File: config.mk
export PLATFORM = sky130hd
export DESIGN_NAME = led_strip_serial_frame_driver_top
export DESIGN_NICKNAME = d
export VERILOG_FILES = /design/src/rtl/lsfd_pkg.sv /design/src/rtl/led_strip_serial_frame_driver_top.sv /design/src/rtl/lsfd_ram.sv
export SDC_FILE = /design/constraint.sdc
export NUM_CORES = 1
export LEC_CHECK = 0
export BUFFER_PORTS_ARGS = -buffer_cell sky130_fd_sc_hd__buf_2
export CAP_MARGIN = 20
export CORE_MARGIN = 2
export CORE_UTILIZATION = 35
export CTS_BUF_LIST = sky130_fd_sc_hd__clkbuf_4 sky130_fd_sc_hd__clkbuf_8
export CTS_CLUSTER_SIZE = 16
export DETAILED_ROUTE_END_ITERATION = 8
export SLEW_MARGIN = 20
export SYNTH_ARGS = -nofsm -noshare
export SYNTH_HDL_FRONTEND = slang
export SYNTH_SLANG_ARGS = --single-unit
export TNS_END_PERCENT = 5
File: constraint.sdc
create_clock -name clk -period 3.8 [get_ports clk]
set_clock_uncertainty 0.1 [all_clocks]
set_input_delay 0.38 -clock clk [delete_from_list [all_inputs] [get_ports clk]]
set_output_delay 0.38 -clock clk [all_outputs]
set_load 0.02 [all_outputs]
File: src/rtl/lsfd_pkg.sv
// ----------------------------------------------------------------------------
// LED strip frame driver package
// Sizes, command codes, frame phases and transfer types of the driver.
// ----------------------------------------------------------------------------
package lsfd_pkg;

  // Number of pixels in the strip (1 to 255)
  localparam int PIXELS = 64;
  localparam int PIX_AW = (PIXELS > 1) ? $clog2(PIXELS) : 1;

  localparam logic [7:0] PIXELS_W     = 8'(PIXELS);
  localparam logic [7:0] HEADER_WORDS = 8'd2;
  localparam logic [7:0] TRAIL_WORDS  = 8'(PIXELS / 16 + 1);

  localparam logic [15:0] PIX_RESET = 16'h8000;
  localparam logic [15:0] WORD_ZERO = 16'h0000;
  localparam logic [15:0] WORD_ONES = 16'hFFFF;
  localparam logic [3:0]  LAST_BIT  = 4'd15;

  // Command codes
  localparam logic [1:0] CMD_WRITE   = 2'd0;
  localparam logic [1:0] CMD_REFRESH = 2'd1;
  localparam logic [1:0] CMD_TICK    = 2'd2;

  // Frame phase, one-hot
  typedef enum logic [3:0] {
    PH_IDLE    = 4'b0001,
    PH_HEADER  = 4'b0010,
    PH_PIXELS  = 4'b0100,
    PH_TRAILER = 4'b1000
  } phase_t;

  typedef struct packed {
    logic [1:0]  cmd;
    logic [7:0]  pixel_index;
    logic [15:0] pixel_word;
  } in_item_t;

  typedef struct packed {
    logic line_data;
    logic clock_pulse;
    logic busy_res;
    logic frame_end;
  } res_item_t;

endpackage

File: src/rtl/led_strip_serial_frame_driver_top.sv
// ----------------------------------------------------------------------------
// LED strip serial frame driver
// Pixel store plus MSB-first frame serialiser for a two-wire LED strip.
// ----------------------------------------------------------------------------
// An item (pixel write, refresh start or bit tick) is taken on any cycle with
// start high and busy low; busy is only high during reset, so one item can be
// taken every cycle. Each item yields exactly one result, strobed by res_valid
// for one cycle once it has passed the input register and then the result
// register; the receiver must take it then. A frame is 16 * (2 + PIXELS
// + PIXELS/16 + 1) ticks long (1136 for 64 pixels); the next pixel word is
// fetched from the pixel RAM while the current word shifts out.
// Writes and refreshes issued during a frame are dropped.
module led_strip_serial_frame_driver_top (
  input  logic               clk,
  input  logic               rst,
  input  logic               start,
  output logic               busy,
  input  lsfd_pkg::in_item_t item,
  output logic               res_valid,
  output lsfd_pkg::res_item_t result
);
  import lsfd_pkg::*;

  in_item_t    s_item;
  logic        s_valid;
  phase_t      phase, phase_next;
  logic [7:0]  word_cnt, word_cnt_next;
  logic [3:0]  bit_cnt, bit_cnt_next;
  logic [15:0] shift_word, shift_word_next;
  res_item_t   result_next;
  logic [7:0]  word_inc;
  logic [PIXELS-1:0] pix_vld;
  logic              rd_vld;
  logic [15:0]       rd_data;
  logic [15:0]       pix_word;
  logic [PIX_AW-1:0] raddr;
  logic              wr_en;

  assign busy = rst;

  // Register the incoming transfer
  always_ff @(posedge clk) begin
    if (rst) begin
      s_valid <= 1'b0;
    end else begin
      s_valid <= start;
    end
    s_item <= item;
  end

  // Pixel store
  lsfd_ram #(
    .WIDTH (16),
    .DEPTH (PIXELS)
  ) u_ram (
    .clk   (clk),
    .we    (wr_en),
    .waddr (s_item.pixel_index[PIX_AW-1:0]),
    .wdata (s_item.pixel_word),
    .raddr (raddr),
    .rdata (rd_data)
  );

  // Track written entries; unwritten ones read as the reset word
  always_ff @(posedge clk) begin
    if (rst) begin
      pix_vld <= '0;
    end else if (wr_en) begin
      pix_vld[s_item.pixel_index[PIX_AW-1:0]] <= 1'b1;
    end
    rd_vld <= pix_vld[raddr];
  end

  assign pix_word = rd_vld ? rd_data : PIX_RESET;
  assign word_inc = word_cnt + 8'd1;

  // Prefetch the word that follows the one now shifting out
  always_comb begin
    raddr = '0;
    if (phase == PH_PIXELS && word_inc < PIXELS_W) begin
      raddr = word_inc[PIX_AW-1:0];
    end
  end

  // Decode the item and advance the frame
  always_comb begin
    phase_next      = phase;
    word_cnt_next   = word_cnt;
    bit_cnt_next    = bit_cnt;
    shift_word_next = shift_word;
    result_next     = '0;
    wr_en           = 1'b0;
    if (s_valid) begin
      case (s_item.cmd)
        CMD_WRITE: begin
          wr_en = (phase == PH_IDLE) && (s_item.pixel_index < PIXELS_W);
        end
        CMD_REFRESH: begin
          if (phase == PH_IDLE) begin
            phase_next      = PH_HEADER;
            word_cnt_next   = '0;
            bit_cnt_next    = '0;
            shift_word_next = WORD_ZERO;
          end
        end
        CMD_TICK: begin
          if (phase != PH_IDLE) begin
            result_next.line_data   = ~shift_word[15];
            result_next.clock_pulse = 1'b1;
            shift_word_next = {shift_word[14:0], 1'b0};
            if (bit_cnt == LAST_BIT) begin
              bit_cnt_next  = '0;
              word_cnt_next = word_inc;
              case (phase)
                PH_HEADER: begin
                  if (word_inc >= HEADER_WORDS) begin
                    phase_next      = PH_PIXELS;
                    word_cnt_next   = '0;
                    shift_word_next = pix_word;
                  end else begin
                    shift_word_next = WORD_ZERO;
                  end
                end
                PH_PIXELS: begin
                  if (word_inc >= PIXELS_W) begin
                    phase_next      = PH_TRAILER;
                    word_cnt_next   = '0;
                    shift_word_next = WORD_ONES;
                  end else begin
                    shift_word_next = pix_word;
                  end
                end
                PH_TRAILER: begin
                  if (word_inc >= TRAIL_WORDS) begin
                    phase_next            = PH_IDLE;
                    word_cnt_next         = '0;
                    shift_word_next       = WORD_ZERO;
                    result_next.frame_end = 1'b1;
                  end else begin
                    shift_word_next = WORD_ONES;
                  end
                end
                default: begin
                end
              endcase
            end else begin
              bit_cnt_next = bit_cnt + 4'd1;
            end
          end
        end
        default: begin
        end
      endcase
    end
    result_next.busy_res = (phase_next != PH_IDLE);
  end

  // Hold frame state
  always_ff @(posedge clk) begin
    if (rst) begin
      phase      <= PH_IDLE;
      word_cnt   <= '0;
      bit_cnt    <= '0;
      shift_word <= '0;
    end else begin
      phase      <= phase_next;
      word_cnt   <= word_cnt_next;
      bit_cnt    <= bit_cnt_next;
      shift_word <= shift_word_next;
    end
  end

  // Result register
  always_ff @(posedge clk) begin
    if (rst) begin
      res_valid <= 1'b0;
    end else begin
      res_valid <= s_valid;
    end
    result <= result_next;
  end

endmodule

File: src/rtl/lsfd_ram.sv
// ----------------------------------------------------------------------------
// Generic RAM
// One write port and one read port with registered read data.
// ----------------------------------------------------------------------------
module lsfd_ram #(
  parameter int WIDTH = 16,
  parameter int DEPTH = 64
) (
  input  logic                                       clk,
  input  logic                                       we,
  input  logic [((DEPTH > 1) ? $clog2(DEPTH) : 1)-1:0] waddr,
  input  logic [WIDTH-1:0]                           wdata,
  input  logic [((DEPTH > 1) ? $clog2(DEPTH) : 1)-1:0] raddr,
  output logic [WIDTH-1:0]                           rdata
);

  logic [WIDTH-1:0] mem [DEPTH];

  // Write and registered read
  always_ff @(posedge clk) begin
    if (we) begin
      mem[waddr] <= wdata;
    end
    rdata <= mem[raddr];
  end

endmodule

Yosys cells after proc, flatten, opt, wreduce, memory -nomap -nowiden
Memories as Yosys holds them, arrays and structs flattened. A register that Yosys moved wholly into a read port is not among the register bits.
Index checks and enable logic that the tools add are counted.
Widths: inputs -> output; s select.
{"block": "op_classes", "addsub": 2, "multipliers": 0, "n_div": 0, "order_cmp": 8, "eq_ne": 12, "shifts": 0, "muxes": 41, "bitwise": 2, "reduce_logical": 10}
{"cell": "$mux 16", "n": 7}
{"cell": "$or 64x64->64", "n": 1}
{"cell": "$mux 8", "n": 6}
{"cell": "$pmux 16 s3", "n": 1}
{"cell": "$mux 4", "n": 10}
{"cell": "$pmux 16 s2", "n": 1}
{"cell": "$pmux 8 s3", "n": 1}
{"cell": "$lt 8x7->1 const B", "n": 2}
{"cell": "$pmux 4 s2", "n": 2}
{"cell": "$pmux 8 s2", "n": 1}
{"cell": "$lt 6x7->1 const B", "n": 2}
{"cell": "$pmux 4 s3", "n": 1}
{"cell": "$reduce_and 5->1", "n": 2}
{"cell": "$add 8x1->8 const B", "n": 1}
{"cell": "$eq 4x4->1 const B", "n": 2}
{"cell": "$ge 8x2->1 const B", "n": 1}
{"cell": "$ge 8x3->1 const B", "n": 1}
{"cell": "$ge 8x7->1 const B", "n": 1}
{"cell": "$mux 1", "n": 8}
{"cell": "$ne 4x1->1 const B", "n": 2}
{"cell": "$bmux 1 s6", "n": 1}
{"cell": "$demux 1 s6", "n": 1}
{"cell": "$ge 6x1->1 const B", "n": 1}
{"cell": "$mux 6", "n": 1}
{"cell": "14 further kinds", "n": 18}
{"block": "word_totals", "ff_bits": 129, "latchBits": 0, "mem_bits_rw": 1024, "mem_bits_ro": 0, "input_bits": 29, "output_inout_bits": 6, "elab_cells": 91, "n_memories": 1}
{"name": "u_ram.mem", "words": 64, "width": 16, "read_ports": 1, "rd_clocked_by_memory_dff": 1, "wr": 1, "line_no": "lsfd_ram.sv:17", "source": "logic [WIDTH-1:0] mem [DEPTH];"}

Logic depth before layout (Yosys ltp)
{"block": "depth", "ltp_word": 9, "ltp_mapped": 16}

Hierarchy
A second synthesis with hierarchy kept.
{"block": "hier_totals", "cells_unflattened": 2473, "hier_area_um2": 45678.8}
{"module": "lsfd_ram", "n_inst": 1, "cells_per_inst": 1829, "area_each_um2": 40042.2}
{"module": "led_strip_serial_frame_driver_top", "n_inst": 1, "cells_per_inst": 644, "area_each_um2": 5636.7}

Least setup slack after synthesis
Ideal clock, no wire load.
{"block": "synth_path", "path_type": "reg-to-reg", "startpoint": "register word_cnt[0]", "endpoint": "register result[1] (netlist bit)", "setup_ps": 134, "t_arrival_ps": 3453, "required_time_ps": 3566, "setup_slack_ps": 113, "path_stages_with_launch": 14, "synth_period_minus_slack_ps": 3687, "path_cell_list": "dfxtp_1 buf_2 inv_1 clkbuf_1 clkbuf_1 clkbuf_1 ha_1 inv_1 nand2_1 or4_4 nand3_1 nand3_1 a32o_1 or4b_1"}
{"item": "start: declaration", "line_no": "led_strip_serial_frame_driver_top.sv:27", "source": "logic [7:0] word_cnt, word_cnt_next;"}
{"item": "start signal: assignment", "line_no": "led_strip_serial_frame_driver_top.sv:167", "source": "word_cnt <= word_cnt_next;"}
{"item": "end signal: assignment", "line_no": "led_strip_serial_frame_driver_top.sv:180", "source": "result <= result_next;"}
{"item": "end: declaration", "line_no": "led_strip_serial_frame_driver_top.sv:20", "source": "output lsfd_pkg::res_item_t result"}

Final worst setup path
{"block": "layout_path", "startpoint": "register word_cnt[1]", "endpoint": "register u_ram.rdata[14] (read register of u_ram.mem)"}
{"block": "layout_via", "elab_chain_cells": 4}
{"item": "$add 8x1->8 (*)", "line_no": "led_strip_serial_frame_driver_top.sv:75", "source": "assign word_inc = word_cnt + 8'd1;"}
{"item": "$lt 8x7->1", "line_no": "led_strip_serial_frame_driver_top.sv:80", "source": "if (phase == PH_PIXELS && word_inc < PIXELS_W) begin"}
{"item": "$logic_and 1x1->1", "line_no": "led_strip_serial_frame_driver_top.sv:80"}
{"item": "$mux 6 (*)", "line_no": "led_strip_serial_frame_driver_top.sv:80"}
{"item": "end: declaration", "line_no": "lsfd_ram.sv:14", "source": "output logic [WIDTH-1:0] rdata"}
Mark *: on every way between the ends. The rest lies on a longest branch, timed or not.
A chain may end at the register's enable or synchronous reset.

==> summary.txt <==
Min path
  – Min-Delay Path Class: input port to flop
  – Cells on Worst Hold Path: 2

Clock network
  – TritonCTS buffer count: 190
  – H-tree depth: 4
  – TritonCTS Sinks: 1,169
  – Clock root buffer: clkbuf_8
  – Register clock-pin slew on the reported worst setup and hold paths: about 0.060 ns
  – TritonCTS clock tree: yes
  – Setup repair bufs after CTS: 0
  – Clock tree buffer depth: 3
  – Clock latency on the worst-skew pair: 0.91 ns

Logic synthesis
  – Ys Warns: 0
  – Predominant post-synthesis flop cell: edfxtp_1
  – Post-synth top area cell: edfxtp_1
  – Mapped Area: 46,100 um^2
  – Post-synth EDFFs: ~1,000
  – Avg Cell Area, Syn: approximately 16 um^2
  – #FFs+latches synth: 1,169
  – Mapped Cells: slightly below 3,000
  – Syn nets: 3,000
  – Yosys top cell area share: 66.7%
  – Distinct cells, synth: 86
  – Async S/R FF share, synth: 0%
  – Share of the yosys chip area belonging to registers: 73.0%
  – Main area contributors after synthesis: edfxtp_1 67%, dfxtp_1 6.3%, mux4_2 4.3%

Floorplanning
  – Die X: 367 um
  – IO Pins: 35
  – # rows: roughly 130
  – Starting density of the core: between 30% and 40%
  – Die Span Y: approximately 370 um
  – Die area: ~130,000 um^2
  – Core ar.: between 100,000 and 150,000 um^2

Worst setup path
  – Reg2Reg Depth: 11
  – Setup crit start kind: flop
  – Slowest CP cell: o31ai_1
  – CP peak stage delay: 0.73 ns
  – Setup CP Type: flop to flop
  – CP Capture Type: flop
  – Worst path arrival time: approximately 4.5 ns
  – Critical-path cell list: ha_1, inv_1, o21a_1, nor4_4, buf_12, nand3_1, buf_4, o221ai_1, o21ai_0, o31ai_1, a211o_1
  – Crit Path Max Fanout: 28
  – CP Data Required Time: around 4.5 ns
  – Delay-heaviest family, CP: compound AO/OA/AOI/OAI gates
  – Levels on crit path: 11
  – Worst Path Buf+Inv: 3

Final layout
  – Commonest non-fill, non-tap cell in the layout: edfxtp_1
  – Layout cells sized above 1: around a quarter
  – Final instance area: approximately 55,000 um^2
  – Fill count: ~12,000
  – Commonest non-fill, non-tap cells in the layout: 1,024 x edfxtp_1, 276 x nor2_1, 196 x clkbuf_8
  – NumNets Final: 3,326
  – Area growth from synthesis to layout: 19.2%

Route
  – DRC: 0
  – Total wire length: 147,000 um
  – Antenna-violating nets left: 0
  – First-pass iteration count of the detailed router: 6
  – Iteration-0 DRC Markers: a little under 4,000
  – Routed len/inst: 28.2 um
  – Vias per inst: about 5.6
  – Routed vias: between 20,000 and 30,000

Power and ir drop
  – NetSw: about 5.6 mW
  – Worst VDD drop: 0.000280 V
  – Switch share: 21.7%
  – Clock Power Share: a little over two fifths
  – Reg power frac: 55.1%
  – Internal power: 20.0 mW
  – Leakage: ~18 nW
  – Power Dens Cells: ~470 nW/um^2
  – Gate power share: approximately 1.5%

GRT
  – First-pass GRT wire length: around 210,000 um
  – Met2 global-route usage: a little under a third
  – Busiest metal layer after global routing: met2
  – Met1 Use GR: a little under a third
  – Met3 Use GR: between 4 and 5%
  – Global Route Usage Sum: 21.4%
  – Largest net degree at the start of global routing: 117
  – Antenna violations before repair: 5
  – Number of global-route vias before repair: about 28,000
  – Gr ovfl total: 0

Placement
  – Placer Congestion: 0.931
  – HPWL after detailed placement: around 90,000 um
  – Input/output buffers: 34
  – Placed cell area: about 50,000 um^2

Run status
  – Status: finished, final reports clean

STA
  – Final setup viols: 0
  – Max Slew Vio Count: 0
  – Min Hold Slack: roughly 0.078 ns
  – Fin. Hold Viols: 0
  – Post-layout min period: between 3 and 4 ns
  – Slew headroom: roughly a quarter
  – RSZ-0062 raised after global routing: yes
  – Slew @ Worst Pin: 1.14 ns
  – Final setup TNS: 0 ns
  – F_max: between 200 and 300 MHz
  – Final period utilization: between 90% and 100%

Flow run
  – Max-cap violation count: 0
## final cells by class
| class | count | area [um^2] | area share, % |
|---|---|---|---|
| clock buffer | 281 | 3340 | 6.07 |
| antenna | 3 | 7.51 | 0.0137 |
| tap | 1755 | 2200 | 4.00 |
| timing repair buffer | 329 | 3460 | 6.30 |
| sequential | 1169 | 33700 | 61.3 |
| multi-input combinational | 1583 | 11700 | 21.2 |
| inverter | 16 | 60.1 | 0.109 |
| clock inverter | 73 | 526 | 0.957 |
## per-stage QoR
stage,util (%),cells,setup WS (ns),total power [mW]
global placement,38.5,4797,0.00403,14.7
global route,41.9,5208,-0.0122,26.4
CTS,41.9,5205,0.00151,25.8
detailed placement,38.5,4797,-0.000401,14.7
finish,41.9,5209,0.0565,25.6
floorplan,-,2963,0.113,14.4
## power groups by stage
stage          clock network (mW)  registers, mW  logic, mW
2_1_floorplan                   0           14.3      0.117
3_3_place_gp                    0           14.4      0.332
3_5_place_dp                    0           14.4      0.338
4_1_cts                      11.3           14.1      0.381
5_1_grt                      11.9           14.1      0.404
6_report                     11.1           14.1      0.385
## cells by family after synthesis
group,count (synthesis),share of synthesized area [%]
adders and majority gates,8,0.217
xor gates and xnor gates,7,0.133
AOI/OAI and AO/OA,580,8.83
DFF,1169,73.0
and+or+nand+nor,698,6.93
muxes,290,8.83
buffers and inverters,211,2.00
## per-layer routing
metal / up-vias / share of wire (%)
li1: 12400 / -
met4: 0 / 4.2
met3: 308 / 10
met1: 15000 / 42
met5: - / 0
met2: 1684 / 44
## state kept, by name (all words and copies together) (netlist names)
name	cells
result	4
rd_vld	1
res_valid	1
s_valid	1
bit_cnt	4
pix_vld	64
shift_word	16
u_ram.rdata	16
u_ram.mem	1024
word_cnt	8
phase	4
s_item	26
## final timing paths
check	startpoint	end	slack, ns
worst max-delay path	word_cnt[1]$_SDFFE_PP0P_	u_ram.rdata[14]$_DFF_P_	0.06
worst max register to register	word_cnt[1]$_SDFFE_PP0P_	u_ram.rdata[14]$_DFF_P_	0.06
worst min register to register	shift_word[15]$_SDFFE_PP0P_	result[3]$_SDFF_PN0_	0.35
worst min-delay path	item[24]	s_item[24]$_DFF_P_	0.08
## synthesized netlist by cell type, types with 41 or more instances
cell type / instances
a211oi_1: 48
a21oi_1: 109
buf_2: 66
clkbuf_1: 99
dfxtp_1: 145
edfxtp_1: 1024
mux2_2: 59
mux2i_1: 140
mux4_2: 87
nand2_1: 188
nand3_1: 62
nor2_1: 286
o21ai_0: 94
o221ai_1: 41
o22ai_1: 49
## what timing repair did
action	CTS	global route
hold endpoints to repair	56	0
hold buffers	54	0
resized for setup	1	5
setup endpoints to repair	1	4
Note: power is estimated with default switching activity, not from simulation.
